===== src/rtl/core/fdm_pkg.sv =====
// ----------------------------------------------------------------------------
// fdm_pkg
// Shared constants and types of the feedback delay mixer: default sizes,
// register reset values, gain bundle and output queue sizing.
// ----------------------------------------------------------------------------
package fdm_pkg;

	// default sizes, handed to the top level as parameter defaults
	localparam int unsigned RING_DEPTH_DEF  = 65536;
	localparam int unsigned CHANNELS_DEF    = 2;
	localparam int unsigned SAMPLE_BITS_DEF = 16;

	// register widths and fixed point format of the gains
	localparam int unsigned DELAY_W   = 16;
	localparam int unsigned GAIN_W    = 16;
	localparam int unsigned MIX_W     = 17;
	localparam int unsigned FRAC_BITS = 16;

	localparam logic [DELAY_W-1:0] DELAY_RST = 16'd24000;
	localparam logic [GAIN_W-1:0]  FB_RST    = 16'd32768;
	localparam logic [MIX_W-1:0]   MIX_RST   = 17'd32768;
	localparam logic [MIX_W-1:0]   MIX_UNITY = 17'd65536;

	// configuration port
	localparam int unsigned APB_AW = 4;
	localparam int unsigned APB_DW = 32;

	// output queue
	localparam int unsigned OFIFO_DEPTH = 8;
	localparam int unsigned OFIFO_AW    = 3;
	localparam int unsigned OFIFO_CW    = 4;

	// gains as seen by the datapath; mix already clamped to unity
	typedef struct packed {
		logic [GAIN_W-1:0] feedback;
		logic [MIX_W-1:0]  mix;
	} gain_t;

endpackage


===== src/rtl/core/fdm_ofifo.sv =====
// ----------------------------------------------------------------------------
// fdm_ofifo
// Output queue between the pipeline and the master stream side. The caller
// never pushes into a full queue.
// ----------------------------------------------------------------------------
module fdm_ofifo
	import fdm_pkg::*;
#(
	parameter int unsigned W = SAMPLE_BITS_DEF
) (
	input  logic                clk,
	input  logic                arst_n,
	input  logic                push,
	input  logic [W-1:0]        push_data,
	output logic                tvalid,
	input  logic                tready,
	output logic [W-1:0]        tdata,
	output logic [OFIFO_CW-1:0] count
);

	logic [W-1:0]          mem_q [OFIFO_DEPTH];
	logic [OFIFO_AW-1:0]   wr_q;
	logic [OFIFO_AW-1:0]   rd_q;
	logic [OFIFO_CW-1:0]   cnt_q;
	logic                  pop;

	assign tvalid = (cnt_q != '0);
	assign pop    = tvalid && tready;
	assign tdata  = mem_q[rd_q];
	assign count  = cnt_q;

	always_ff @(posedge clk or negedge arst_n) begin
		if (!arst_n) begin
			wr_q  <= '0;
			rd_q  <= '0;
			cnt_q <= '0;
		end else begin
			if (push) begin
				wr_q <= wr_q + OFIFO_AW'(1);
			end
			if (pop) begin
				rd_q <= rd_q + OFIFO_AW'(1);
			end
			cnt_q <= cnt_q + OFIFO_CW'(push) - OFIFO_CW'(pop);
		end
	end

	always_ff @(posedge clk) begin
		if (push) begin
			mem_q[wr_q] <= push_data;
		end
	end

endmodule


===== config.mk =====
export PLATFORM = sky130hd
export DESIGN_NAME = fdm_ofifo
export DESIGN_NICKNAME = d
export VERILOG_FILES = /design/src/rtl/core/fdm_pkg.sv /design/src/rtl/core/fdm_ofifo.sv
export SDC_FILE = /design/constraint.sdc
export NUM_CORES = 1
export LEC_CHECK = 0
export ABC_AREA = 1
export BUFFER_PORTS_ARGS = -buffer_cell sky130_fd_sc_hd__buf_2
export CORE_MARGIN = 2
export CORE_UTILIZATION = 65
export CTS_CLUSTER_SIZE = 40
export DETAILED_ROUTE_END_ITERATION = 10
export GPL_TIMING_DRIVEN = 0
export PLACE_DENSITY = 0.81
export SLEW_MARGIN = 20
export SYNTH_ARGS = -nofsm -noshare
export SYNTH_HDL_FRONTEND = slang
export SYNTH_SLANG_ARGS = --single-unit
export TNS_END_PERCENT = 100

===== constraint.sdc =====
create_clock -name clk -period 5.4 [get_ports clk]
set_input_delay 1.62 -clock clk [delete_from_list [all_inputs] [get_ports clk]]
set_output_delay 1.62 -clock clk [all_outputs]
set_load 0.005 [all_outputs]

======== Yosys cells after proc, flatten, opt, wreduce, memory -nomap -nowiden ========
Memories as Yosys holds them, arrays and structs flattened.
Index checks and enable logic that the tools add are counted.
operators by class
  reduce and logical (&&, ||, !) cells .... 2
  equality and inequality tests ........... 0
  div/mod/pow operators ................... 0
  bitwise gates (word level) .............. 0
  $mul .................................... 0
  add/subtract/negate cells ............... 4
  shift-type cells ........................ 0
  order comparisons ....................... 0
  mux-type cells .......................... 2
operators by type and width
  cell                                                            count
  3-bit by 1-bit adder with 3-bit output (second input constant)  2
  4-bit by 1-bit adder with 4-bit output                          1
  4-bit nonzero test                                              1
  4-bit by 1-bit subtractor with 4-bit output                     1
  1-bit two-way mux                                               2
  1-bit logical AND                                               1
word-level totals
  logic and storage cells ................. 12
  bits in latches ......................... 0
  memories kept ........................... 1
  ROM bits ................................ 0
  input port bits ......................... 20
  register bits after elaboration ......... 10
  RAM bits ................................ 128
  output and inout port bits .............. 21
memory list
  memory  words  width  rd ports  clocked after memory_dff  wr ports  line             text
  mem_q   8      16     1         0                         1         fdm_ofifo.sv:21  logic [W-1:0] mem_q [OFIFO_DEPTH];

======== Logic depth before layout (Yosys ltp) ========
  depth after elaboration ................. 3
  mapped depth ............................ 11

======== Least setup slack after synthesis ========
Ideal clock, no wire load.
  path type ............................... in2reg
  start ................................... in push
  end ..................................... mem mem_q[0][0] (netlist bit) (enable)
  required time ........................... 5.012 ns
  setup slack ............................. 2.347 ns
  arrival ................................. 2.665 ns
  library setup time ...................... 0.388 ns
  path buffers ............................ 0
  stages .................................. 3
  path through ............................ inv_1 > or2_2 > nor2_1
on the way
  word-level cells in the longest chain between the ends .. 2
RTL lines
  item                                     line             text
  from (decl)                              fdm_ofifo.sv:13  input logic push,
  1-bit two-way mux                        fdm_ofifo.sv:49  if (push) begin
  1-bit two-way mux (not written as such)  fdm_ofifo.sv:50  mem_q[wr_q] <= push_data;
  to (decl)                                fdm_ofifo.sv:21
No other way between the ends.

======== Final worst setup path ========
  start ................................... reg rd_q[0]
  end ..................................... out tdata[5]
on the way
  word-level cells in the longest chain between the ends .. 1
RTL lines
  item                    line             text
  from (decl)             fdm_ofifo.sv:23  logic [OFIFO_AW-1:0] rd_q;
  from (signal assigned)  fdm_ofifo.sv:42  rd_q <= rd_q + OFIFO_AW'(1);
  memory read 8 x 16 bit  --
  to (decl)               fdm_ofifo.sv:17  output logic [W-1:0] tdata,
No other way between the ends.

==> results.toml <==
[clock_tree]
cts_buffers = 17
cts_resized = 0
clk_pin_slew_worst_paths_ns = 0.06
cts_hold_buffers = 0
clockRootBuffer = "clkbuf_8"
insertion_delay_ns = 0.52
clock_sinks = 138
cts_tree = "yes"
ctsHtreeMaxLevel = 4
cts_setup_buffers = 0
clk_path_buf_depth = 2

[logic_synthesis]
synthCells = 620
ys_types = 18
yosys_warnings = 0
syn_area_um2 = 6200
synth_top_cell_area_share_pct = 62.0
synth_area_leaders = "edfxtp_1 62%, nand2_1 13%, inv_1 8.7%"
syn_nets = 648
yosysSeqAreaShare_pct = 66.0
syn_area_per_cell_um2 = 10.0
synth-seq-cells = 138
yosys.area.top_type = "edfxtp_1"

[global_route]
grt_pass1_wl_um = 23800
top_usage_layer = "met2"
use_met3_pct = 9.25
grt_antenna_before_repair = 0
grt_util_met1_pct = 38.2
grt.total_usage_pct = 32.2
met2_usage_pct = 53.4
grt-ovfl-total = 0
grt_pass1_vias = 4625
grt_max_degree = 17

[cells_and_area]
area_delta_synth_final_pct = 18.4
nets = 715
drive_gt1_share_pct = 15.9
final_area_um2 = 7340
final_cell_mix = "221 x nand2_1, 143 x inv_1, 128 x edfxtp_1"
multi_input_area_um2 = 1390
regArea_um2 = 4090
fillers = 517
diodes = 0
final_common_cell = "nand2_1"

[critical_path]
end_kind = "output port"
path_max_fanout = 10
r2r_slack_ns = 3.27
reg2regPathDepth = 11
r2r_start = "count[2]$_DFF_PN0_"
crit_type = "reg -> out"
cp.arrival_ns = 2.13
cp-start-kind = "register"
crit_required_ns = 3.78
r2r-end = "count[2]$_DFF_PN0_"

[timing]
skew_ns = 0.00505
slew_viol_final = 0
rsz0062_at_grt = "no"
min_period_ns = 3.75
timing_worst_slew_pin_value_ns = 0.642
finalCritPeriodShare_pct = 69.5
setup_viol = 0
tns_ns = 0
final-hold-violation-count = 0
fmax_mhz = 266
max-slew-margin-rel_pct = 57.2

[floorplan]
die_w_um = 102
start_util_pct = 67.1
coreArea_um2 = 9240
ioPinCount = 41
die_area_um2 = 10300
rows = 35
dieHeight_um = 102

[detailed_routing]
dr.pass1.iters = 5
drt_wl_total_um = 15400
drt_iter0_drc = 559
routedWlPerCell_um = 18.6
vias = 4565
drtAntennaViolNets = 0
viasPerCell = 5.51
drc = 0

[power]
vdd_drop_max_uv = 319
power_leakage_nw = 3.50
powerDensity_nw_per_um2 = 559

[placement]
numPortBuffers = 40
place.gp.congestion = 0.803
dp_hpwl_um = 8750
placed_area_um2 = 6700

[min_path]
min_to = "wr_q[0]$_DFFE_PN0P_"
min_path_cells = 2
min-delay-start = "wr_q[0]$_DFFE_PN0P_"
hold_path_class = "reg -> reg"

[job]
max_cap_viol_count = 0

[outcome]
outcome = "finished, final reports clean"
-- Yosys cell counts --
cell and number:
fa_1 1, buf_2 7, a21oi_1 1, buf_6 10, nor2_1 8, clkbuf_1 2, ha_1 7, xnor2_1 2
buf_4 5, inv_2 2, inv_1 143, o21ai_0 3, xor2_1 3, edfxtp_1 128, or2_2 1, dfrtp_1 10
nand3_1 66, nand2_1 221
-- report_power, final --
part           switching (mW)  internal [mW]
registers              0.0505           1.31
clock network           0.458          0.800
logic                   0.968          0.515
total                    1.48           2.63
-- layer usage --
layer / vias up / routed length (um)
met5: - / 0
met4: 0 / 571
met3: 66 / 1460
met2: 287 / 7840
met1: 2158 / 5530
li1: 2054 / -
-- cell type report --
type,instances,area share [%]
Timing Repair Buffer,48,4.37
Tap cell,129,2.20
Clock buffer,18,5.70
Multi-Input combinational cell,313,18.9
Clock inverter,14,2.98
Sequential cell,138,55.8
Buffer,24,2.63
Inverter,145,7.42
-- logic make-up after synthesis --
| family | after synthesis | synth area share [%] |
|---|---|---|
| DFF | 138 | 66.0 |
| AOI/OAI and AO/OA | 4 | 0.323 |
| xor gates and xnor gates | 5 | 0.707 |
| and+or+nand+nor | 296 | 19.3 |
| buffers and inverters | 169 | 11.9 |
| adders and majority gates | 8 | 1.74 |
-- critical path, stage by stage (launching register included) --
cell and delay [ns]:
dfrtp_1 0.42, inv_2 0.09, clkbuf_1 0.47, nand2_1 0.18, nand3_1 0.12, nand2_1 0.06
nand2_1 0.06, nand2_1 0.09, buf_2 0.13
-- how the worst max path moves through the flow --
| stage | start | end | slack (ns) | depth (start not counted) |
|---|---|---|---|---|
| 5_1_grt | rd_q[0]$_DFFE_PN0P_ | tdata[5] | 1.51 | 8 |
| 6_report | rd_q[0]$_DFFE_PN0P_ | tdata[5] | 1.65 | 8 |
| 3_5_place_dp | tready | count[2]$_DFF_PN0_ | 2.29 | 9 |
| 4_1_cts | rd_q[0]$_DFFE_PN0P_ | tdata[5] | 1.63 | 8 |
| 3_3_place_gp | push | mem_q[0][13]$_DFFE_PP_ | 1.56 | 4 |
| 2_1_floorplan | push | mem_q[0][0]$_DFFE_PP_ | 2.35 | 3 |
-- flip-flops by register name (all words and copies together) (netlist names) --
signal	count
count	4
wr_q	3
rd_q	3
mem_q	128
-- through the flow --
stage / std cells / utilization, % / hold slack, ns / power, mW / worst slack, ns
after global placement: 789 / 71.0 / 0.503 / 2.68 / 1.56
after global routing: 829 / 79.4 / 0.593 / 4.29 / 1.51
final: 829 / 79.4 / 0.555 / 4.10 / 1.65
after CTS: 829 / 79.4 / 0.563 / 4.07 / 1.63
after detailed placement: 797 / 72.5 / 0.549 / 2.78 / 2.29
after floorplan: 620 / - / 0.490 / 2.27 / 2.35
(Power assumes the default switching activity.)
