`src/rtl/core/fdm_pkg.sv`:
```
// ----------------------------------------------------------------------------
// fdm_pkg
// Shared constants and types of the feedback delay mixer: default sizes,
// register reset values, gain bundle and output queue sizing.
// ----------------------------------------------------------------------------
package fdm_pkg;

	// default sizes, handed to the top level as parameter defaults
	localparam int unsigned RING_DEPTH_DEF  = 65536;
	localparam int unsigned CHANNELS_DEF    = 2;
	localparam int unsigned SAMPLE_BITS_DEF = 16;

	// register widths and fixed point format of the gains
	localparam int unsigned DELAY_W   = 16;
	localparam int unsigned GAIN_W    = 16;
	localparam int unsigned MIX_W     = 17;
	localparam int unsigned FRAC_BITS = 16;

	localparam logic [DELAY_W-1:0] DELAY_RST = 16'd24000;
	localparam logic [GAIN_W-1:0]  FB_RST    = 16'd32768;
	localparam logic [MIX_W-1:0]   MIX_RST   = 17'd32768;
	localparam logic [MIX_W-1:0]   MIX_UNITY = 17'd65536;

	// configuration port
	localparam int unsigned APB_AW = 4;
	localparam int unsigned APB_DW = 32;

	// output queue
	localparam int unsigned OFIFO_DEPTH = 8;
	localparam int unsigned OFIFO_AW    = 3;
	localparam int unsigned OFIFO_CW    = 4;

	// gains as seen by the datapath; mix already clamped to unity
	typedef struct packed {
		logic [GAIN_W-1:0] feedback;
		logic [MIX_W-1:0]  mix;
	} gain_t;

endpackage

```
`src/rtl/core/fdm_cfg.sv`:
```
// ----------------------------------------------------------------------------
// fdm_cfg
// Register file on the APB port: delay, feedback gain and mix level, with the
// delay reduced modulo the ring depth and the mix clamped to unity.
// ----------------------------------------------------------------------------
module fdm_cfg
	import fdm_pkg::*;
#(
	parameter int unsigned RING_DEPTH = RING_DEPTH_DEF
) (
	input  logic                             clk,
	input  logic                             arst_n,
	input  logic                             psel,
	input  logic                             penable,
	input  logic                             pwrite,
	input  logic [APB_AW-1:0]                paddr,
	input  logic [APB_DW-1:0]                pwdata,
	output logic [APB_DW-1:0]                prdata,
	output logic                             pready,
	output gain_t                            gains,
	output logic [$clog2(RING_DEPTH)-1:0]    delay_mod
);

	typedef enum logic [1:0] {
		REG_DELAY    = 2'd0,
		REG_FEEDBACK = 2'd1,
		REG_MIX      = 2'd2
	} reg_idx_t;

	localparam int unsigned PTR_W   = $clog2(RING_DEPTH);
	// reciprocal of the depth, exact for every 16-bit dividend
	localparam int unsigned RS      = DELAY_W + PTR_W;
	localparam longint unsigned RECIP = ((64'd1 << RS) + RING_DEPTH - 1) / RING_DEPTH;
	localparam int unsigned RECIP_W = 18;
	localparam int unsigned PROD_W  = DELAY_W + RECIP_W;
	localparam int unsigned RW      = (PTR_W >= DELAY_W) ? PTR_W + 1 : DELAY_W + 1;
	localparam logic [DELAY_W-1:0] QUOT_RST = DELAY_W'(DELAY_RST / RING_DEPTH);
	localparam logic [PTR_W-1:0]   DMOD_RST = PTR_W'(DELAY_RST % RING_DEPTH);

	logic [DELAY_W-1:0] delay_q;
	logic [DELAY_W-1:0] quot_q;
	logic [GAIN_W-1:0]  fb_q;
	logic [MIX_W-1:0]   mix_q;
	logic [MIX_W-1:0]   mixc_q;
	logic [PTR_W-1:0]   dmod_q;

	logic               wr;
	reg_idx_t           idx;
	logic [PROD_W-1:0]  wprod;
	logic [RW-1:0]      rem;
	logic [MIX_W-1:0]   wmix;

	assign pready = 1'b1;
	assign wr     = psel & penable & pwrite;
	assign idx    = reg_idx_t'(paddr[3:2]);
	assign wprod  = PROD_W'(pwdata[DELAY_W-1:0]) * PROD_W'(RECIP);
	assign wmix   = pwdata[MIX_W-1:0];

	// remainder from the quotient taken at the write
	always_comb begin
		rem = RW'(delay_q) - RW'(quot_q * RING_DEPTH);
		if (rem >= RW'(RING_DEPTH)) begin
			rem = rem - RW'(RING_DEPTH);
		end
	end

	always_ff @(posedge clk or negedge arst_n) begin
		if (!arst_n) begin
			delay_q <= DELAY_RST;
			quot_q  <= QUOT_RST;
			fb_q    <= FB_RST;
			mix_q   <= MIX_RST;
			mixc_q  <= MIX_RST;
			dmod_q  <= DMOD_RST;
		end else begin
			dmod_q <= rem[PTR_W-1:0];
			if (wr) begin
				case (idx)
					REG_DELAY: begin
						delay_q <= pwdata[DELAY_W-1:0];
						quot_q  <= DELAY_W'(wprod >> RS);
					end
					REG_FEEDBACK: begin
						fb_q <= pwdata[GAIN_W-1:0];
					end
					REG_MIX: begin
						mix_q  <= wmix;
						mixc_q <= (wmix > MIX_UNITY) ? MIX_UNITY : wmix;
					end
					default: begin
					end
				endcase
			end
		end
	end

	always_comb begin
		case (idx)
			REG_DELAY:    prdata = APB_DW'(delay_q);
			REG_FEEDBACK: prdata = APB_DW'(fb_q);
			REG_MIX:      prdata = APB_DW'(mix_q);
			default:      prdata = '0;
		endcase
	end

	assign gains.feedback = fb_q;
	assign gains.mix      = mixc_q;
	assign delay_mod      = dmod_q;

endmodule

```
`config.mk`:
```
export PLATFORM = sky130hd
export DESIGN_NAME = fdm_cfg
export DESIGN_NICKNAME = d
export VERILOG_FILES = /design/src/rtl/core/fdm_pkg.sv /design/src/rtl/core/fdm_cfg.sv
export SDC_FILE = /design/constraint.sdc
export NUM_CORES = 1
export LEC_CHECK = 0
export ABC_AREA = 1
export BUFFER_PORTS_ARGS = -buffer_cell sky130_fd_sc_hd__buf_2
export CORE_UTILIZATION = 53
export CTS_CLUSTER_SIZE = 24
export DETAILED_ROUTE_END_ITERATION = 10
export HOLD_SLACK_MARGIN = 0.03
export PLACE_DENSITY = 0.92
export SYNTH_ARGS = -nofsm -noshare
export SYNTH_HDL_FRONTEND = slang
export SYNTH_SLANG_ARGS = --single-unit
```
`constraint.sdc`:
```
create_clock -name clk -period 1.7 [get_ports clk]
set_input_delay 0.17 -clock clk [delete_from_list [all_inputs] [get_ports clk]]
set_output_delay 0.17 -clock clk [all_outputs]
set_load 0.02 [all_outputs]
```
======== Yosys cells after proc, flatten, opt, wreduce, memory -nomap -nowiden ========
Index checks and enable logic that the tools add are counted.
word-level totals
  logic and storage cells ................. 19
  register bits ........................... 82
  input bits .............................. 41
  output and inout port bits .............. 82
cells by class
  eq/ne operators ......................... 2
  $add $sub $neg .......................... 1
  $lt $le $gt $ge ......................... 2
  reduce and logical (&&, ||, !) cells .... 4
  muxes and demuxes ....................... 3
  bitwise logic cells ..................... 2
operators with widths
  cell                                                                                    number
  17-bit one-hot mux with 3 select lines                                                  1
  16-bit by 17-bit greater-or-equal comparator with 1-bit output (second input constant)  1
  17-bit > comparator (second input constant)                                             1
  17-bit two-way mux                                                                      1
  16-bit two-way mux                                                                      1
  16-bit by 1-bit subtractor with 16-bit output (second input constant)                   1
  2-bit AND reduction                                                                     3
  1-bit AND                                                                               2
  2-bit by 1-bit == test with 1-bit output (second input constant)                        1
  2-bit == test (second input constant)                                                   1
  2-bit logical NOT                                                                       1

======== Longest topological paths before layout ========
  depth in word-level cells ............... 3
  depth in mapped cells ................... 8

======== Least setup slack after synthesis ========
OpenSTA, ideal clock, no wires.
  path type ............................... register to output
  start ................................... reg fb_q[15]
  end ..................................... out prdata[15]
  cell stages (with the launch flop) ...... 3
  arrival time ............................ 1.032 ns
  path buffers ............................ 0
  data required time ...................... 1.530 ns
  slack ................................... 0.498 ns
  cells stage by stage .................... dfstp_2 > inv_1 > o221ai_1
on the way
  word-level cells in the longest chain between the ends .. 1
RTL lines
  item                                    line           source
  start: declaration                      fdm_cfg.sv:42  logic [GAIN_W-1:0] fb_q;
  start signal: assignment                fdm_cfg.sv:84  fb_q <= pwdata[GAIN_W-1:0];
  17-bit one-hot mux with 3 select lines  fdm_cfg.sv:98  case (idx)
  end: declaration                        fdm_cfg.sv:18  output logic [APB_DW-1:0] prdata,
No other way between the ends.

======== Worst setup path in the final report ========
  start ................................... reg mix_q[15]
  end ..................................... out prdata[15]
on the way
  word-level cells in the longest chain between the ends .. 1
RTL lines
  item                                    line           source
  start: declaration                      fdm_cfg.sv:43  logic [MIX_W-1:0] mix_q;
  start signal: assignment                fdm_cfg.sv:87  mix_q <= wmix;
  17-bit one-hot mux with 3 select lines  fdm_cfg.sv:98
No other way between the ends.

==> out/summary.txt <==
STA
--------------------------------------------------------------------------------------------------
Slew Viols, Final                                                                                0
Worst Hold Slack                                                                        0.07473 ns
Count of final setup violators                                                                   0
Maximum clock frequency                                                                 0.6723 GHz
Headroom to the max-slew limit                                                              54.89%
Unrepaired setup endpoints after global routing                                              false
Crit path setup slack, layout                                                            0.2126 ns
Worst slew pin tran                                                                      0.6757 ns
Setup TNS after final layout                                                                  0 ns
Hold Vio Cnt, Final                                                                              0
Fraction of the cycle the final worst path needs                                            87.50%
Clock skew after layout                                                                0.005635 ns
Fin crit period                                                                           1.487 ns

FINAL LAYOUT
--------------------------------------------------------------------------------------------------
Final design area excluding fillers                                                   0.004153 mm²
# nets final                                                                                   507
Antenna cells                                                                                    0
Final design utilization                                                                    65.40%
Layout area overhead                                                                        19.26%
Share of layout cells above drive strength 1                                                31.00%
Final cell count without fillers                                                               548

RUN STATUS
--------------------------------------------------------------------------------------------------
Status                                                                                finished, final reports clean

DETAILED ROUTING
--------------------------------------------------------------------------------------------------
Total via count in the routed design                                                          2797
Number of DRC violations after detailed routing                                                  0
Routed via count divided by cell count                                                       5.104
Wirelength, routed                                                                         7697 µm
Number of iterations in the first detailed-routing pass                                          5
DRC marker count from the first detailed-route iteration                                       212
Routed length per placed instance                                                         14.05 µm
Remaining number of nets flagged by the antenna check after routing                              0

FLOORPLAN
--------------------------------------------------------------------------------------------------
Horizontal die dimension                                                                  83.06 µm
Number of rows in the core area                                                                 29
Area of the die                                                                       0.006898 mm²
Placeable core region                                                                 0.006350 mm²
Io pins                                                                                        123
Vertical die dimension                                                                    83.06 µm
Initial core utilization                                                                    54.84%

CLOCKING
--------------------------------------------------------------------------------------------------
H-tree levels                                                                                    3
TritonCTS clock tree                                                                         built
Clock Root Buffer                                                                     sky130_fd_sc_hd__clkbuf_8
Maximum root-to-sink buffer count                                                                2
TritonCTS Buffers                                                                                9
Clock insertion delay at the later pin of the skew report                                  0.33 ns
Number of sinks driven by the clock tree                                                        82
Number of gates given a new drive strength after cts                                             0
Clock transition time at the flip-flop clock pins of the worst setup and hold paths        0.08 ns

LOGIC SYNTHESIS
--------------------------------------------------------------------------------------------------
Cells taking the most area after synthesis                                            sky130_fd_sc_hd__dfrtp_1 (47%), sky130_fd_sc_hd__dfstp_2 (13%), sky130_fd_sc_hd__nand2_1 (11%)
Fraction of post-synthesis cell area in the top cell type by area                           46.71%
Proportion of register bits with asynchronous set or reset after synthesis                  100.0%
Main flop type after synthesis                                                        sky130_fd_sc_hd__dfrtp_1
Library cells used by synthesis                                                                 21
Number of warnings reported in the yosys synthesis log                                           0
Biggest area consumer among synthesized cells                                         sky130_fd_sc_hd__dfrtp_1
Number of flops mapped to enable cells by yosys                                                  0
Most used standard cells in the synthesized netlist                                   sky130_fd_sc_hd__nand2_1 (106), sky130_fd_sc_hd__dfrtp_1 (65), sky130_fd_sc_hd__inv_1 (51)
Syn_area_per_cell                                                                        9.411 µm²
Sequential share of the synthesized area                                                    59.54%
Number of instances in the synthesized netlist                                                 370
Most repeated cell in the gate-level netlist after synthesis                          sky130_fd_sc_hd__nand2_1
Netlist Area Pre-Place                                                                0.003482 mm²
Synth Register Bits                                                                             82

GRT
--------------------------------------------------------------------------------------------------
Grt total ovfl                                                                                   0
GRT Util Overall                                                                            23.53%
Number of antenna violations at the first check in global routing                                0
First-pass GRT wire length                                                                12740 µm
Via count of the first global-routing pass                                                    2669
Largest net degree at the start of global routing                                               40

WORST SETUP PATH
--------------------------------------------------------------------------------------------------
Reg-to-Reg Start                                                                          fb_q[15]
WS Path Type                                                                          flip-flop to primary output
List of cells traversed by the critical path                                          inv_1 -> o221ai_1 -> buf_2
Data arrival at the endpoint of the critical path                                          1.32 ns
Type of element launching the critical path                                              flip-flop
Launch point of the critical path                                                        mix_q[15]
Crit end category                                                                     primary output
Slowest cell on the critical path                                                     sky130_fd_sc_hd__dfstp_2
Maximum fanout along the worst path                                                              2
Required time at the worst-slack endpoint                                                  1.53 ns
Largest stage delay, worst path                                                            0.52 ns

PLACED DESIGN
--------------------------------------------------------------------------------------------------
IO buf count                                                                                    89
Place WS                                                                                 0.1784 ns
Final estimated routing congestion in global placement                                      0.7940
Number of instances in the placed design                                                       531
Half-perimeter wire length after placement                                                 5273 µm
Cell area reported after detailed placement                                           0.003979 mm²

POWER AND IR DROP
--------------------------------------------------------------------------------------------------
Worst-case vdd ir drop                                                                    698.6 µV
PwrDens                                                                                1233 mW/mm²
Power Total                                                                               5.121 mW
Static Leakage                                                                            2.258 nW

HOLD PATH
--------------------------------------------------------------------------------------------------
Hold Crit Start                                                                          pwdata[4]
Class of the tightest hold or removal check                                           input port to flip-flop

FLOW RUN
--------------------------------------------------------------------------------------------------
Number of max-capacitance violations reported                                                    0

==> critical path: cells and delay by family (launching register included) <==
family                 cells  cell delay, ns
buffers and inverters      2            0.25
DFF                        1            0.52
AOI/OAI and AO/OA          1            0.21
==> area by class of cell <==
type | instances | area (µm²)
Clock inverter | 3 | 15.01
Tap cell | 77 | 96.34
Sequential cell | 82 | 2073
Inverter | 52 | 195.2
Fill cell | 501 | 2197
Multi-Input combinational cell | 220 | 1071
Timing Repair Buffer | 101 | 553.0
Clock buffer | 13 | 148.9
==> final timing paths <==
kind                       slack (ns)           end  cells past startpoint
min                              0.07       fb_q[4]                      3
max                              0.21    prdata[15]                      3
min reg2reg                      0.38  delay_mod[8]                      0
max in group asynchronous        0.80     mix_q[15]                      3
min in group asynchronous        0.28  delay_mod[3]                      2
max reg2reg                      0.89      fb_q[15]                      2
==> what timing repair did <==
action                    4_1_cts  5_1_grt
hold buffers                    1        0
hold endpoints to repair       25        0
buffers inserted                0        0
==> where the power goes <==
group	switching, mW	internal, mW
sequential	0.191	2.41
clock	0.629	0.566
combinational	0.890	0.433
==> cells by family after synthesis <==
kind of cell           after synthesis  synth area share, %
buffers and inverters               82                11.28
other                                2               0.2157
and+or+nand+nor                    139                16.74
DFF                                 82                59.54
AOI/OAI and AO/OA                   65                12.22
==> registers in the layout, summed over array words and instances (netlist names) <==
name and flops:
fb_q 16, delay_q 16, delay_mod 16, mixc_q 17, mix_q 17
==> routing by layer <==
| metal | wire length (µm) | up-vias | track usage [%] | part of all wire (%) |
|---|---|---|---|---|
| li1 | - | 1316 | - | - |
| met1 | 3352 | 1347 | 33.72 | 44 |
| met2 | 3748 | 122 | 36.14 | 49 |
| met3 | 508 | 12 | 4.175 | 6.6 |
| met4 | 87 | 0 | 8.934 | 1.1 |
| met5 | 0 | - | 0 | 0 |
==> cell usage in the layout (no fill, tap or decap), drive strengths merged <==
master and instances:
buf 100, clkbuf 13, clkinv 3, conb 16, dfrtp 65, dfstp 17, dlygate4sd3 1, inv 52
nand2 107, nand3 1, nand4 1, nor2 30, o21ai 33, o21bai 16, o221ai 16
(Power assumes the default switching activity.)
